==> src/rtl/spq_pkg.sv <==
// Shared types, codes and defaults for the sorted priority queue.
`default_nettype none

package spq_pkg;

  localparam int unsigned DefaultCapacity = 16;
  localparam int unsigned ValueWidth = 32;
  localparam int unsigned OccWidth = 5;

  typedef enum logic [1:0] {
    REQ_INSERT  = 2'd0,
    REQ_EXTRACT = 2'd1,
    REQ_REMOVE  = 2'd2
  } req_e;

  typedef enum logic [1:0] {
    ST_OK       = 2'd0,
    ST_EMPTY    = 2'd1,
    ST_NOTFOUND = 2'd2,
    ST_FULL     = 2'd3
  } status_e;

  typedef enum logic [2:0] {
    IDX_HOLD,
    IDX_ZERO,
    IDX_COUNT,
    IDX_INC,
    IDX_DEC
  } idx_op_e;

  typedef enum logic [1:0] {
    CNT_HOLD,
    CNT_INC,
    CNT_DEC
  } cnt_op_e;

  typedef enum logic [1:0] {
    WR_NEW_AT_IDX,
    WR_RD_AT_IDX,
    WR_RD_BELOW_IDX
  } wr_sel_e;

  typedef enum logic [3:0] {
    S_IDLE,
    S_INS_CHK,
    S_INS_CMP,
    S_SCAN_CHK,
    S_SCAN_CMP,
    S_SHF_CHK,
    S_SHF_WR,
    S_DONE
  } state_e;

  typedef struct packed {
    logic    load;
    idx_op_e idx_op;
    logic    rd_en;
    logic    rd_prev;
    logic    wr_en;
    wr_sel_e wr_sel;
    cnt_op_e cnt_op;
    logic    res_set;
    status_e res_status;
    logic    res_cap;
    logic    out_load;
  } cmd_t;

  typedef struct packed {
    logic full;
    logic idx_zero;
    logic idx_at_count;
    logic new_lt_rd;
    logic new_eq_rd;
    logic is_extract;
    logic out_busy;
  } sts_t;

endpackage

`default_nettype wire

==> src/rtl/spq_dp.sv <==
// Datapath of the sorted priority queue: entry memory, count, index and result registers.
`default_nettype none

module spq_dp #(
  parameter int unsigned CAPACITY = spq_pkg::DefaultCapacity
) (
  input  wire logic                                 clk_i,
  input  wire logic                                 rst_ni,
  input  wire logic [1:0]                           req_type_i,
  input  wire logic signed [spq_pkg::ValueWidth-1:0] item_value_i,
  input  wire logic                                 out_stall_i,
  input  wire spq_pkg::cmd_t                        cmd_i,
  output spq_pkg::sts_t                             sts_o,
  output logic                                      out_valid_o,
  output logic signed [spq_pkg::ValueWidth-1:0]     out_value_o,
  output logic [1:0]                                status_o,
  output logic [spq_pkg::OccWidth-1:0]              occupancy_o
);

  localparam int unsigned AddrW = (CAPACITY > 1) ? $clog2(CAPACITY) : 1;
  localparam int unsigned CntW = $clog2(CAPACITY + 1);

  logic signed [spq_pkg::ValueWidth-1:0] mem [CAPACITY];
  logic signed [spq_pkg::ValueWidth-1:0] rd_data_q;
  logic signed [spq_pkg::ValueWidth-1:0] new_value_q;
  logic signed [spq_pkg::ValueWidth-1:0] res_value_q;
  logic signed [spq_pkg::ValueWidth-1:0] out_value_q;
  logic signed [spq_pkg::ValueWidth-1:0] wr_data;
  spq_pkg::status_e                      res_status_q;
  logic [1:0]                            out_status_q;
  logic [spq_pkg::OccWidth-1:0]          out_occ_q;
  logic                                  is_extract_q;
  logic                                  out_valid_q, out_valid_d;
  logic [CntW-1:0]                       count_q, count_d;
  logic [CntW-1:0]                       idx_q, idx_d;
  logic [AddrW-1:0]                      idx_addr, idx_m1_addr, rd_addr, wr_addr;
  logic [31:0]                           count_wide;

  assign idx_addr    = idx_q[AddrW-1:0];
  assign idx_m1_addr = AddrW'(idx_q - CntW'(1));
  assign rd_addr     = cmd_i.rd_prev ? idx_m1_addr : idx_addr;
  assign count_wide  = 32'(count_q);

  always_comb begin
    case (cmd_i.wr_sel)
      spq_pkg::WR_NEW_AT_IDX: begin
        wr_addr = idx_addr;
        wr_data = new_value_q;
      end
      spq_pkg::WR_RD_AT_IDX: begin
        wr_addr = idx_addr;
        wr_data = rd_data_q;
      end
      spq_pkg::WR_RD_BELOW_IDX: begin
        wr_addr = idx_m1_addr;
        wr_data = rd_data_q;
      end
      default: begin
        wr_addr = idx_addr;
        wr_data = new_value_q;
      end
    endcase
  end

  always_ff @(posedge clk_i) begin
    if (cmd_i.wr_en) begin
      mem[wr_addr] <= wr_data;
    end
  end

  always_ff @(posedge clk_i) begin
    if (cmd_i.rd_en) begin
      rd_data_q <= mem[rd_addr];
    end
  end

  always_comb begin
    case (cmd_i.idx_op)
      spq_pkg::IDX_ZERO:  idx_d = '0;
      spq_pkg::IDX_COUNT: idx_d = count_q;
      spq_pkg::IDX_INC:   idx_d = idx_q + CntW'(1);
      spq_pkg::IDX_DEC:   idx_d = idx_q - CntW'(1);
      default:            idx_d = idx_q;
    endcase
  end

  always_comb begin
    case (cmd_i.cnt_op)
      spq_pkg::CNT_INC: count_d = count_q + CntW'(1);
      spq_pkg::CNT_DEC: count_d = count_q - CntW'(1);
      default:          count_d = count_q;
    endcase
  end

  assign out_valid_d = cmd_i.out_load | (out_valid_q & out_stall_i);

  always_ff @(posedge clk_i or negedge rst_ni) begin
    if (!rst_ni) begin
      count_q     <= '0;
      idx_q       <= '0;
      out_valid_q <= 1'b0;
    end else begin
      count_q     <= count_d;
      idx_q       <= idx_d;
      out_valid_q <= out_valid_d;
    end
  end

  always_ff @(posedge clk_i) begin
    if (cmd_i.load) begin
      new_value_q  <= item_value_i;
      is_extract_q <= (req_type_i == spq_pkg::REQ_EXTRACT);
      res_value_q  <= '0;
    end else if (cmd_i.res_cap) begin
      res_value_q <= rd_data_q;
    end
    if (cmd_i.res_set) begin
      res_status_q <= cmd_i.res_status;
    end
    if (cmd_i.out_load) begin
      out_value_q  <= res_value_q;
      out_status_q <= res_status_q;
      out_occ_q    <= count_wide[spq_pkg::OccWidth-1:0];
    end
  end

  assign sts_o.full         = (count_q == CntW'(CAPACITY));
  assign sts_o.idx_zero     = (idx_q == '0);
  assign sts_o.idx_at_count = (idx_q == count_q);
  assign sts_o.new_lt_rd    = (new_value_q < rd_data_q);
  assign sts_o.new_eq_rd    = (new_value_q == rd_data_q);
  assign sts_o.is_extract   = is_extract_q;
  assign sts_o.out_busy     = out_valid_q & out_stall_i;

  assign out_valid_o = out_valid_q;
  assign out_value_o = out_value_q;
  assign status_o    = out_status_q;
  assign occupancy_o = out_occ_q;

endmodule

`default_nettype wire

==> src/rtl/spq_ctrl.sv <==
// Controller state machine of the sorted priority queue.
`default_nettype none

module spq_ctrl (
  input  wire logic          clk_i,
  input  wire logic          rst_ni,
  input  wire logic          in_valid_i,
  input  wire logic [1:0]    req_type_i,
  input  wire spq_pkg::sts_t sts_i,
  output spq_pkg::cmd_t      cmd_o,
  output logic               in_stall_o
);

  spq_pkg::state_e state_q, state_d;

  always_ff @(posedge clk_i or negedge rst_ni) begin
    if (!rst_ni) begin
      state_q <= spq_pkg::S_IDLE;
    end else begin
      state_q <= state_d;
    end
  end

  always_comb begin
    state_d          = state_q;
    cmd_o            = '0;
    cmd_o.idx_op     = spq_pkg::IDX_HOLD;
    cmd_o.cnt_op     = spq_pkg::CNT_HOLD;
    cmd_o.wr_sel     = spq_pkg::WR_NEW_AT_IDX;
    cmd_o.res_status = spq_pkg::ST_OK;
    in_stall_o       = (state_q != spq_pkg::S_IDLE);

    case (state_q)
      spq_pkg::S_IDLE: begin
        if (in_valid_i) begin
          cmd_o.load = 1'b1;
          case (req_type_i)
            spq_pkg::REQ_INSERT: begin
              if (sts_i.full) begin
                cmd_o.res_set    = 1'b1;
                cmd_o.res_status = spq_pkg::ST_FULL;
                state_d          = spq_pkg::S_DONE;
              end else begin
                cmd_o.idx_op = spq_pkg::IDX_COUNT;
                state_d      = spq_pkg::S_INS_CHK;
              end
            end
            spq_pkg::REQ_EXTRACT, spq_pkg::REQ_REMOVE: begin
              cmd_o.idx_op = spq_pkg::IDX_ZERO;
              state_d      = spq_pkg::S_SCAN_CHK;
            end
            default: begin
              cmd_o.res_set = 1'b1;
              state_d       = spq_pkg::S_DONE;
            end
          endcase
        end
      end
      spq_pkg::S_INS_CHK: begin
        if (sts_i.idx_zero) begin
          cmd_o.wr_en   = 1'b1;
          cmd_o.cnt_op  = spq_pkg::CNT_INC;
          cmd_o.res_set = 1'b1;
          state_d       = spq_pkg::S_DONE;
        end else begin
          cmd_o.rd_en   = 1'b1;
          cmd_o.rd_prev = 1'b1;
          state_d       = spq_pkg::S_INS_CMP;
        end
      end
      spq_pkg::S_INS_CMP: begin
        cmd_o.wr_en = 1'b1;
        if (sts_i.new_lt_rd) begin
          cmd_o.wr_sel = spq_pkg::WR_RD_AT_IDX;
          cmd_o.idx_op = spq_pkg::IDX_DEC;
          state_d      = spq_pkg::S_INS_CHK;
        end else begin
          cmd_o.cnt_op  = spq_pkg::CNT_INC;
          cmd_o.res_set = 1'b1;
          state_d       = spq_pkg::S_DONE;
        end
      end
      spq_pkg::S_SCAN_CHK: begin
        if (sts_i.idx_at_count) begin
          cmd_o.res_set    = 1'b1;
          cmd_o.res_status = sts_i.is_extract ? spq_pkg::ST_EMPTY : spq_pkg::ST_NOTFOUND;
          state_d          = spq_pkg::S_DONE;
        end else begin
          cmd_o.rd_en = 1'b1;
          state_d     = spq_pkg::S_SCAN_CMP;
        end
      end
      spq_pkg::S_SCAN_CMP: begin
        cmd_o.idx_op = spq_pkg::IDX_INC;
        if (sts_i.is_extract || sts_i.new_eq_rd) begin
          cmd_o.res_cap = sts_i.is_extract;
          cmd_o.res_set = 1'b1;
          state_d       = spq_pkg::S_SHF_CHK;
        end else begin
          state_d = spq_pkg::S_SCAN_CHK;
        end
      end
      spq_pkg::S_SHF_CHK: begin
        if (sts_i.idx_at_count) begin
          cmd_o.cnt_op = spq_pkg::CNT_DEC;
          state_d      = spq_pkg::S_DONE;
        end else begin
          cmd_o.rd_en = 1'b1;
          state_d     = spq_pkg::S_SHF_WR;
        end
      end
      spq_pkg::S_SHF_WR: begin
        cmd_o.wr_en  = 1'b1;
        cmd_o.wr_sel = spq_pkg::WR_RD_BELOW_IDX;
        cmd_o.idx_op = spq_pkg::IDX_INC;
        state_d      = spq_pkg::S_SHF_CHK;
      end
      spq_pkg::S_DONE: begin
        if (!sts_i.out_busy) begin
          cmd_o.out_load = 1'b1;
          state_d        = spq_pkg::S_IDLE;
        end
      end
      default: begin
        state_d = spq_pkg::S_IDLE;
      end
    endcase
  end

endmodule

`default_nettype wire

==> src/rtl/sorted_priority_queue.sv <==
// Top level of the sorted priority queue: controller and datapath.
//
// The queue holds up to CAPACITY signed 32-bit values in ascending order in a
// single-port-read, single-port-write memory. Each input item carries a request
// (insert, extract minimum, remove value) and yields exactly one result item
// with the extracted value, a status and the occupancy after the request.
// Both channels use valid and stall; an item moves on a clock edge with valid
// high and stall low. Input stall is high while a request is being worked on.
// With the memory's single read port, every step first reads an entry and then
// compares or moves it. An insert moves each larger entry up one place from the
// back; an extract or a remove scans from the front and shifts the entries behind
// the match down. A full insert or an unused code goes straight to its result.
// The controller returns to idle as the result enters the output register and
// accepts the next item from then on. A finished result sits in the output
// register; while the receiver stalls it holds steady, the next item is still
// accepted and worked on, and its result waits until the output register is free.
// Reset empties the queue and drops any pending result; the memory contents
// are not cleared, since only held positions are ever read.
`default_nettype none

module sorted_priority_queue #(
  parameter int unsigned CAPACITY = spq_pkg::DefaultCapacity
) (
  input  wire logic                                  clk_i,
  input  wire logic                                  rst_ni,
  input  wire logic                                  in_valid_i,
  output logic                                       in_stall_o,
  input  wire logic [1:0]                            req_type_i,
  input  wire logic signed [spq_pkg::ValueWidth-1:0] item_value_i,
  output logic                                       out_valid_o,
  input  wire logic                                  out_stall_i,
  output logic signed [spq_pkg::ValueWidth-1:0]      out_value_o,
  output logic [1:0]                                 status_o,
  output logic [spq_pkg::OccWidth-1:0]               occupancy_o
);

  spq_pkg::cmd_t cmd;
  spq_pkg::sts_t sts;

  spq_ctrl u_ctrl (
    .clk_i      (clk_i),
    .rst_ni     (rst_ni),
    .in_valid_i (in_valid_i),
    .req_type_i (req_type_i),
    .sts_i      (sts),
    .cmd_o      (cmd),
    .in_stall_o (in_stall_o)
  );

  spq_dp #(
    .CAPACITY (CAPACITY)
  ) u_dp (
    .clk_i        (clk_i),
    .rst_ni       (rst_ni),
    .req_type_i   (req_type_i),
    .item_value_i (item_value_i),
    .out_stall_i  (out_stall_i),
    .cmd_i        (cmd),
    .sts_o        (sts),
    .out_valid_o  (out_valid_o),
    .out_value_o  (out_value_o),
    .status_o     (status_o),
    .occupancy_o  (occupancy_o)
  );

endmodule

`default_nettype wire

==> config.mk <==
export PLATFORM = sky130hd
export DESIGN_NAME = sorted_priority_queue
export DESIGN_NICKNAME = d
export VERILOG_FILES = /design/src/rtl/spq_pkg.sv /design/src/rtl/spq_dp.sv /design/src/rtl/spq_ctrl.sv /design/src/rtl/sorted_priority_queue.sv
export SDC_FILE = /design/constraint.sdc
export NUM_CORES = 1
export LEC_CHECK = 0
export BUFFER_PORTS_ARGS = -buffer_cell sky130_fd_sc_hd__buf_2
export CAP_MARGIN = 20
export CORE_MARGIN = 5
export CORE_UTILIZATION = 55
export CTS_CLUSTER_DIAMETER = 60
export DETAILED_ROUTE_END_ITERATION = 16
export HOLD_SLACK_MARGIN = 0.15
export PLACE_DENSITY = 0.75
export RECOVER_POWER = 100
export SYNTH_ARGS = -nofsm -noshare
export SYNTH_HDL_FRONTEND = slang
export SYNTH_SLANG_ARGS = --single-unit
==> constraint.sdc <==
create_clock -name clk_i -period 4.7 [get_ports clk_i]
set_clock_uncertainty 0.05 [all_clocks]
set_input_delay 0.705 -clock clk_i [delete_from_list [all_inputs] [get_ports clk_i]]
set_output_delay 0.705 -clock clk_i [all_outputs]
set_load 0.005 [all_outputs]
==> results of run 1 <==
## cell usage in the layout, fill, tap and decap left out, drive strengths merged, types with 4 or more instances in the layout
cell type	Yosys	routed
edfxtp	618	618
nand2	308	308
clkbuf	67	183
nand3	143	143
buf	31	78
mux4	64	64
a21oi	58	58
o21ai	51	51
inv	50	51
nor2	44	44
ha	41	41
a211oi	38	38
and2	37	37
o31ai	35	35
a22oi	34	34
dfxtp	32	32
clkinv	0	17
xnor2	15	15
dfrtp	14	14
nor3	12	12
nand4	9	9
xor2	6	6
nor2b	6	6
nand2b	4	4
o21a	4	4
or4	4	4
or3	4	4
and3	4	4
clkinvlp	0	4
bufinv	0	4
mux2i	4	4
## cell type report
class | count | area [um^2] | area share (%)
Inverter | 50 | 188 | 0.626
Multi-Input combinational cell | 959 | 6540 | 21.8
Timing Repair Buffer | 177 | 1030 | 3.44
Clock buffer | 85 | 1680 | 5.59
Tap cell | 615 | 769 | 2.56
Clock inverter | 26 | 244 | 0.813
Sequential cell | 664 | 19500 | 65.2
## registers in the layout, indices dropped and copies added (netlist names)
signal             flops
u_ctrl.state_q         3
u_dp.count_q           5
u_dp.is_extract_q      1
u_dp.new_value_q      32
u_dp.status_o          2
u_dp.res_value_q      32
u_dp.idx_q             5
u_dp.occupancy_o       5
u_dp.res_status_q      2
u_dp.out_valid_o       1
u_dp.out_value_o      32
u_dp.rd_data_q        32
u_dp.mem             512
## repair_timing
action                     in CTS  in global routing
hold endpoints to repair       14                  0
setup endpoints to repair       0                  0
hold buffers                    1                  0
## where the power goes
group / internal (mW) / switching [mW] / leakage [nW]
Sequential: 8.27 / 0.387 / 6.05
Combinational: 2.79 / 5.58 / 3.27
Clock: 2.70 / 2.07 / 0.927
Total: 13.8 / 8.03 / 10.3
## cell families (layout without fill, tap and decap cells)
group / after synthesis / count (layout)
simple gates: 582 / 582
fa+ha+maj: 41 / 41
xor+xnor: 21 / 21
flops: 664 / 664
buf+inv: 148 / 338
compound gates: 244 / 244
mux: 71 / 71
## routing by layer
layer / vias up / wire length (um)
met2: 781 / 30100
met3: 131 / 5170
met4: 0 / 2060
met5: - / 0
li1: 6991 / -
met1: 7896 / 24700
## cells in the mapped netlist (15+ instances only)
| library cell | n | area (um^2) |
|---|---|---|
| clkbuf_1 | 67 | 251 |
| mux4_2 | 64 | 1440 |
| and2_1 | 36 | 225 |
| a21oi_1 | 58 | 290 |
| o31ai_1 | 35 | 263 |
| edfxtp_1 | 618 | 18600 |
| ha_1 | 41 | 513 |
| a211oi_1 | 38 | 285 |
| xnor2_1 | 15 | 131 |
| nand2_1 | 307 | 1150 |
| nor2_1 | 44 | 165 |
| nand3_1 | 143 | 716 |
| inv_1 | 49 | 184 |
| buf_2 | 21 | 105 |
| dfxtp_1 | 32 | 641 |
| o21ai_0 | 51 | 255 |
| a22oi_1 | 34 | 255 |
## final timing paths
path	start	cells after the start	slack [ps]	to
max reg2reg	u_dp.new_value_q[31]	14	140	u_dp.mem[3][17]
min in group asynchronous	rst_ni	2	670	u_dp.count_q[1]
min	item_value_i[9]	1	210	u_dp.new_value_q[9]
min reg2reg	u_dp.res_value_q[14]	0	380	u_dp.out_value_o[14]
max in group asynchronous	rst_ni	2	3390	u_dp.idx_q[2]
max	u_dp.new_value_q[31]	14	140	u_dp.mem[3][17]
## stage by stage
step	cells	worst slack (ps)
6_report	2576	143
5_1_grt	2576	13.0
3_5_place_dp	2463	170
3_3_place_gp	2463	279
4_1_cts	2575	119
2_1_floorplan	1771	19.9
==> flow_metrics.py, run 1 <==
metrics = {
    "synth": {
        "post_synth.cell_area_avg_um2": 15.0,
        "synthesis.area_um2": 26600,
        "synth_top_family_by_area": "simple AND/OR/NAND/NOR gates",
        "synth_compound_area_share_pct": 5.94,
        "yosys_warnings": 0,
        "synth.area.mux_share_pct": 5.71,
        "async_flop_share_pct": 2.11,
        "synthSimpleGateAreaFrac_pct": 9.78,
        "ys_types": 55,
        "synth_seq_area_share_pct": 73.6,
        "synth-edff-count": 618,
        "synth_ff_type": "edfxtp_1",
        "synth_xor_area_share_pct": 0.693,
        "syn_inst": 1771,
        "synth_fa_ha_area_share_pct": 1.93,
        "ys_ff_latch": 664,
        "syn_nets": 1850,
    },
    "drt": {
        "drc": 0,
        "vias": 15799,
        "ant_nets": 0,
        "drt_iter0_drc": 2108,
        "detail_route.vias_per_cell": 6.13,
        "wl_mm": 62.1,
        "post_drt_wl_per_cell_um": 24.1,
        "dr.pass1.iters": 6,
    },
    "final_layout": {
        "drive_above_1_share_pct": 14.8,
        "fin_nets": 1992,
        "areaGrowthSynthToFinish_pct": 13.0,
        "nFillCells": 3347,
        "diodes": 0,
        "final_util_pct": 62.8,
        "finalInstanceArea_um2": 30000,
    },
    "clock_network": {
        "cts-buffers-inserted": 61,
        "clockRootBuffer": "clkbuf_16",
        "ctsHtreeMaxLevel": 2,
        "cts_sinks": 664,
        "postCtsSetupRepairBufs": 0,
        "cts.path.max_buffers": 3,
        "cts.clk_slew.worst_paths_ps": 70,
        "cts-resized-gates": 0,
        "clk_latency_ps": 620,
        "cts_tree": "built",
    },
    "floorplanning": {
        "die_w_um": 230,
        "io-pin-count": 79,
        "die_y_um": 230,
        "core_um2": 47700,
        "rows": 80,
        "die-area_um2": 52800,
        "start_util_pct": 55.6,
    },
    "grt": {
        "grt_overflow": 0,
        "grt_max_degree": 89,
        "globalRouteMet1Util_pct": 32.5,
        "grt_pass1_vias": 15495,
        "antenna_found_initial": 0,
        "met3_usage_pct": 4.00,
        "grt_pass1_wl_mm": 93.9,
        "grt_use_total_pct": 23.2,
        "top_usage_layer": "met2",
        "grtUsageMet2_pct": 38.0,
    },
    "place": {
        "gp_congestion": 0.870,
        "port_buffers": 78,
        "dp_hpwl_mm": 38.5,
        "placed_area_um2": 28300,
    },
    "timing": {
        "finalHoldViolCount": 0,
        "fin_crit_ps": 4560,
        "totalNegativeSetupSlack_ps": 0,
        "rsz0062_at_grt": "no",
        "maxSlewHeadroom_pct": -45.5,
        "worst_pin_slew_ps": 2180,
        "fmaxAchievable_mhz": 219,
        "setup_viol": 0,
        "period_share_pct": 97.0,
        "slew_viol_final": 104,
        "whs_ps": 211,
    },
    "setup_path": {
        "endpoint_kind": "flip-flop",
        "path_class": "flip-flop to flip-flop",
        "worst_path_max_delay_cell": "clkbuf_2",
        "crit_required_ps": 4880,
        "cp_num_buf_inv": 3,
        "slowest_delay_ps": 500,
        "path_cells": "ha_1, nand4_1, nor3_1, a211oi_1, and2_0, nor4_2, inv_1, ha_2, o21a_1, nor2_1, a22oi_1, clkbuf_2, nor2_1, clkbuf_2",
        "worstPathMaxFanout": 17,
        "cp_top_family": "simple AND/OR/NAND/NOR gates",
        "cp-start-kind": "flip-flop",
        "critPathArrivalTime_ps": 4730,
    },
    "min_path": {
        "hold_class": "input port to flip-flop",
    },
    "power": {
        "p_total_mw": 21.8,
        "p_leak_nw": 10.3,
        "cellPowerDensity_nw_per_um2": 726,
        "vdd_ir_drop_max_mv": 0.629,
    },
    "outcome": {
        "status": "complete, but fails checks",
        "violations": "capacitance limit, slew limit",
    },
    "run": {
        "drv_cap": 2,
    },
}
Note: power is estimated with default switching activity, not from simulation.
==> inputs of run 2 (changes only) <==
- GPL_ROUTABILITY_DRIVEN: default -> 0
- SYNTH_HIERARCHICAL: default -> 1
==> flow_metrics.py, run 2 <==
metrics = {
    "synth": {
        "synth_ff_type": "edfxtp_1",
        "synth-edff-count": 618,
        "synth_fa_ha_area_share_pct": 2.02,
        "synthTopCellsByCount": "edfxtp_1, mux4_2, nor2_1",
        "synth.area.mux_share_pct": 13.6,
        "synth_xor_area_share_pct": 0.493,
        "synth_top_family_by_area": "multiplexers",
        "synthesis.area_um2": 26400,
        "ys_types": 61,
        "yosys_warnings": 6,
        "syn_nets": 1500,
        "syn_inst": 1420,
        "async_flop_share_pct": 2.11,
        "yosys-top-cells-area": "edfxtp_1, mux4_2, mux2i_1",
        "yosysMostFrequentCell": "edfxtp_1",
        "ys_ff_latch": 664,
        "synth_compound_area_share_pct": 4.28,
        "yosys.area.top_type": "edfxtp_1",
        "synth_seq_area_share_pct": 74.0,
        "synthSimpleGateAreaFrac_pct": 3.34,
        "synth_top_area_share_pct": 70.3,
        "post_synth.cell_area_avg_um2": 18.6,
    },
    "floorplanning": {
        "die_w_um": 229,
        "start_util_pct": 55.4,
        "rows": 80,
        "io-pin-count": 79,
        "core_um2": 47600,
        "die-area_um2": 52500,
        "die_y_um": 229,
    },
    "power": {
        "switching_share_pct": 32.2,
        "p_comb_share_pct": 34.2,
        "p_sw_mw": 6.84,
        "p_leak_nw": 10.2,
        "p_seq_share_pct": 40.7,
        "p_int_mw": 14.4,
        "p_clk_share_pct": 25.2,
        "cellPowerDensity_nw_per_um2": 702,
        "vdd_ir_drop_max_mv": 0.391,
    },
    "final_layout": {
        "diodes": 0,
        "regMostFlops": "u_dp/mem",
        "fin_nets": 1665,
        "largest_register_ffs": 512,
        "drive_above_1_share_pct": 22.0,
        "areaGrowthSynthToFinish_pct": 14.4,
        "finalInstanceArea_um2": 30200,
        "final_cell_mix": "edfxtp_1, mux4_2, o21ai_0",
        "final_common_cell": "edfxtp_1",
        "stdcell_count": 2253,
    },
    "setup_path": {
        "cp-start-kind": "flip-flop",
        "slowest_delay_ps": 1760,
        "cp_top_family": "simple AND/OR/NAND/NOR gates",
        "cp_num_buf_inv": 2,
        "worstPathMaxFanout": 17,
        "path_class": "flip-flop to flip-flop",
        "critPathArrivalTime_ps": 4640,
        "crit_required_ps": 4870,
        "endpoint_kind": "flip-flop",
        "worst_path_max_delay_cell": "nor2_1",
        "path_cells": "inv_1, ha_1, nand2_1, nor3_1, mux2_1, o22a_1, nor2_1, clkbuf_2",
    },
    "drt": {
        "wl_mm": 57.0,
        "detail_route.vias_per_cell": 6.08,
        "post_drt_wl_per_cell_um": 25.3,
        "drt_iter0_drc": 1508,
        "dr.pass1.iters": 6,
        "ant_nets": 0,
        "vias": 13705,
        "drc": 0,
    },
    "outcome": {
        "status": "complete, but fails checks",
        "violations": "capacitance limit, slew limit",
    },
    "timing": {
        "fin_crit_ps": 4470,
        "rsz0062_at_grt": "no",
        "period_share_pct": 95.2,
        "finalHoldViolCount": 0,
        "worst_pin_slew_ps": 2410,
        "fmaxAchievable_mhz": 224,
        "slew_viol_final": 39,
        "maxSlewHeadroom_pct": -61.1,
        "setup_viol": 0,
        "totalNegativeSetupSlack_ps": 0,
        "worst_slack_ps": 226,
    },
    "place": {
        "placedCellCount": 2130,
        "placed_area_um2": 28300,
        "port_buffers": 78,
        "place_ws_ps": 346,
        "dp_hpwl_mm": 34.0,
    },
    "clock_network": {
        "cts.path.max_buffers": 3,
        "postCtsSetupRepairBufs": 0,
        "cts.clk_slew.worst_paths_ps": 70,
        "clk_latency_ps": 600,
        "cts_sinks": 664,
        "ctsHtreeMaxLevel": 3,
        "cts_tree": "built",
        "clockRootBuffer": "clkbuf_16",
        "cts-buffers-inserted": 67,
    },
    "grt": {
        "antenna_found_initial": 0,
        "grt_pass1_vias": 14278,
        "grt_pass1_wl_mm": 87.5,
        "grt_overflow": 0,
        "grt_use_total_pct": 21.9,
        "grt_max_degree": 70,
    },
    "min_path": {
        "hold_class": "input port to flip-flop",
    },
    "run": {
        "drv_cap": 3,
    },
}
[run 2: changes by cell type after synthesis, moves of 34 or more]
cell,before,now
o21ai_1,0,35
nand2_1,307,58
a21oi_1,58,23
o31ai_1,35,1
mux2i_1,4,67
clkbuf_1,67,26
and2_1,36,2
nand3_1,143,12
mux4_2,64,128
[run 2: power groups by stage]
| stage | clock (mW) | sequential (mW) | combinational (mW) |
|---|---|---|---|
| finish | 5.34 | 8.62 | 7.24 |
| global route | 5.69 | 8.70 | 7.87 |
| CTS | 5.43 | 8.60 | 7.67 |
| detailed placement | 0 | 8.70 | 7.60 |
| global placement | 0 | 8.67 | 7.43 |
| floorplan | 0 | 8.57 | 5.23 |
[run 2: path summary, 6_finish.rpt]
| check | startpoint | end | slack, ps | depth (start not counted) |
|---|---|---|---|---|
| min | item_value_i[22] | u_dp/new_value_q[22] | 230 | 1 |
| max | u_dp/idx_q[0] | u_dp/rd_data_q[25] | 230 | 8 |
| max in group asynchronous | rst_ni | u_dp/count_q[0] | 3320 | 2 |
| max reg2reg | u_dp/idx_q[0] | u_dp/rd_data_q[25] | 230 | 8 |
| min reg2reg | u_dp/res_status_q[0] | u_dp/status_o[0] | 370 | 0 |
| min in group asynchronous | rst_ni | u_dp/idx_q[3] | 720 | 2 |
[run 2: metrics by stage]
step	hold slack, ps	total power, mW	utilization [%]
floorplan	350	13.8	-
finish	229	21.2	63.4
global route	202	22.3	63.4
detailed placement	360	16.3	59.5
CTS	199	21.7	64.2
global placement	365	16.1	59.5
[run 2: area by class of cell]
type | instances | area [um^2]
flip-flops and latches | 664 | 19500
fillers | 3214 | 17400
multi-input cells | 630 | 6400
clock buffers | 90 | 1850
repair buffers | 168 | 1060
well taps | 615 | 769
clock inverters | 32 | 382
inverters | 54 | 203
[run 2: worst register-to-register path: cells and delay by family, from the launching register on]
family / cells / cell delay [ps]
and+or+nand+nor: 3 / 2000
buffers and inverters: 2 / 860
DFF: 1 / 350
muxes: 1 / 340
adders and majority gates: 1 / 320
AOI/OAI and AO/OA: 1 / 180
[run 2: layer usage]
layer  track usage [%]  share of wire, %  wire (um)
met2              37.7                51      29200
met5                 0                 0          0
met3              4.10               6.5       3680
met1              29.2                40      22700
met4              6.00               2.5       1420
[run 2: kinds of logic after synthesis]
family,count (synthesis)
muxes,198
adders and majority gates,42
xor gates and xnor gates,14
AOI/OAI and AO/OA,182
buffers and inverters,126
DFF,664
and+or+nand+nor,194
[run 2: what timing repair did]
item / 4_1_cts / 5_1_grt
endpoints found under the hold margin: 14 / 0
hold buffers: 1 / 0
endpoints found under the setup margin: 0 / 42
resized for setup: 0 / 2
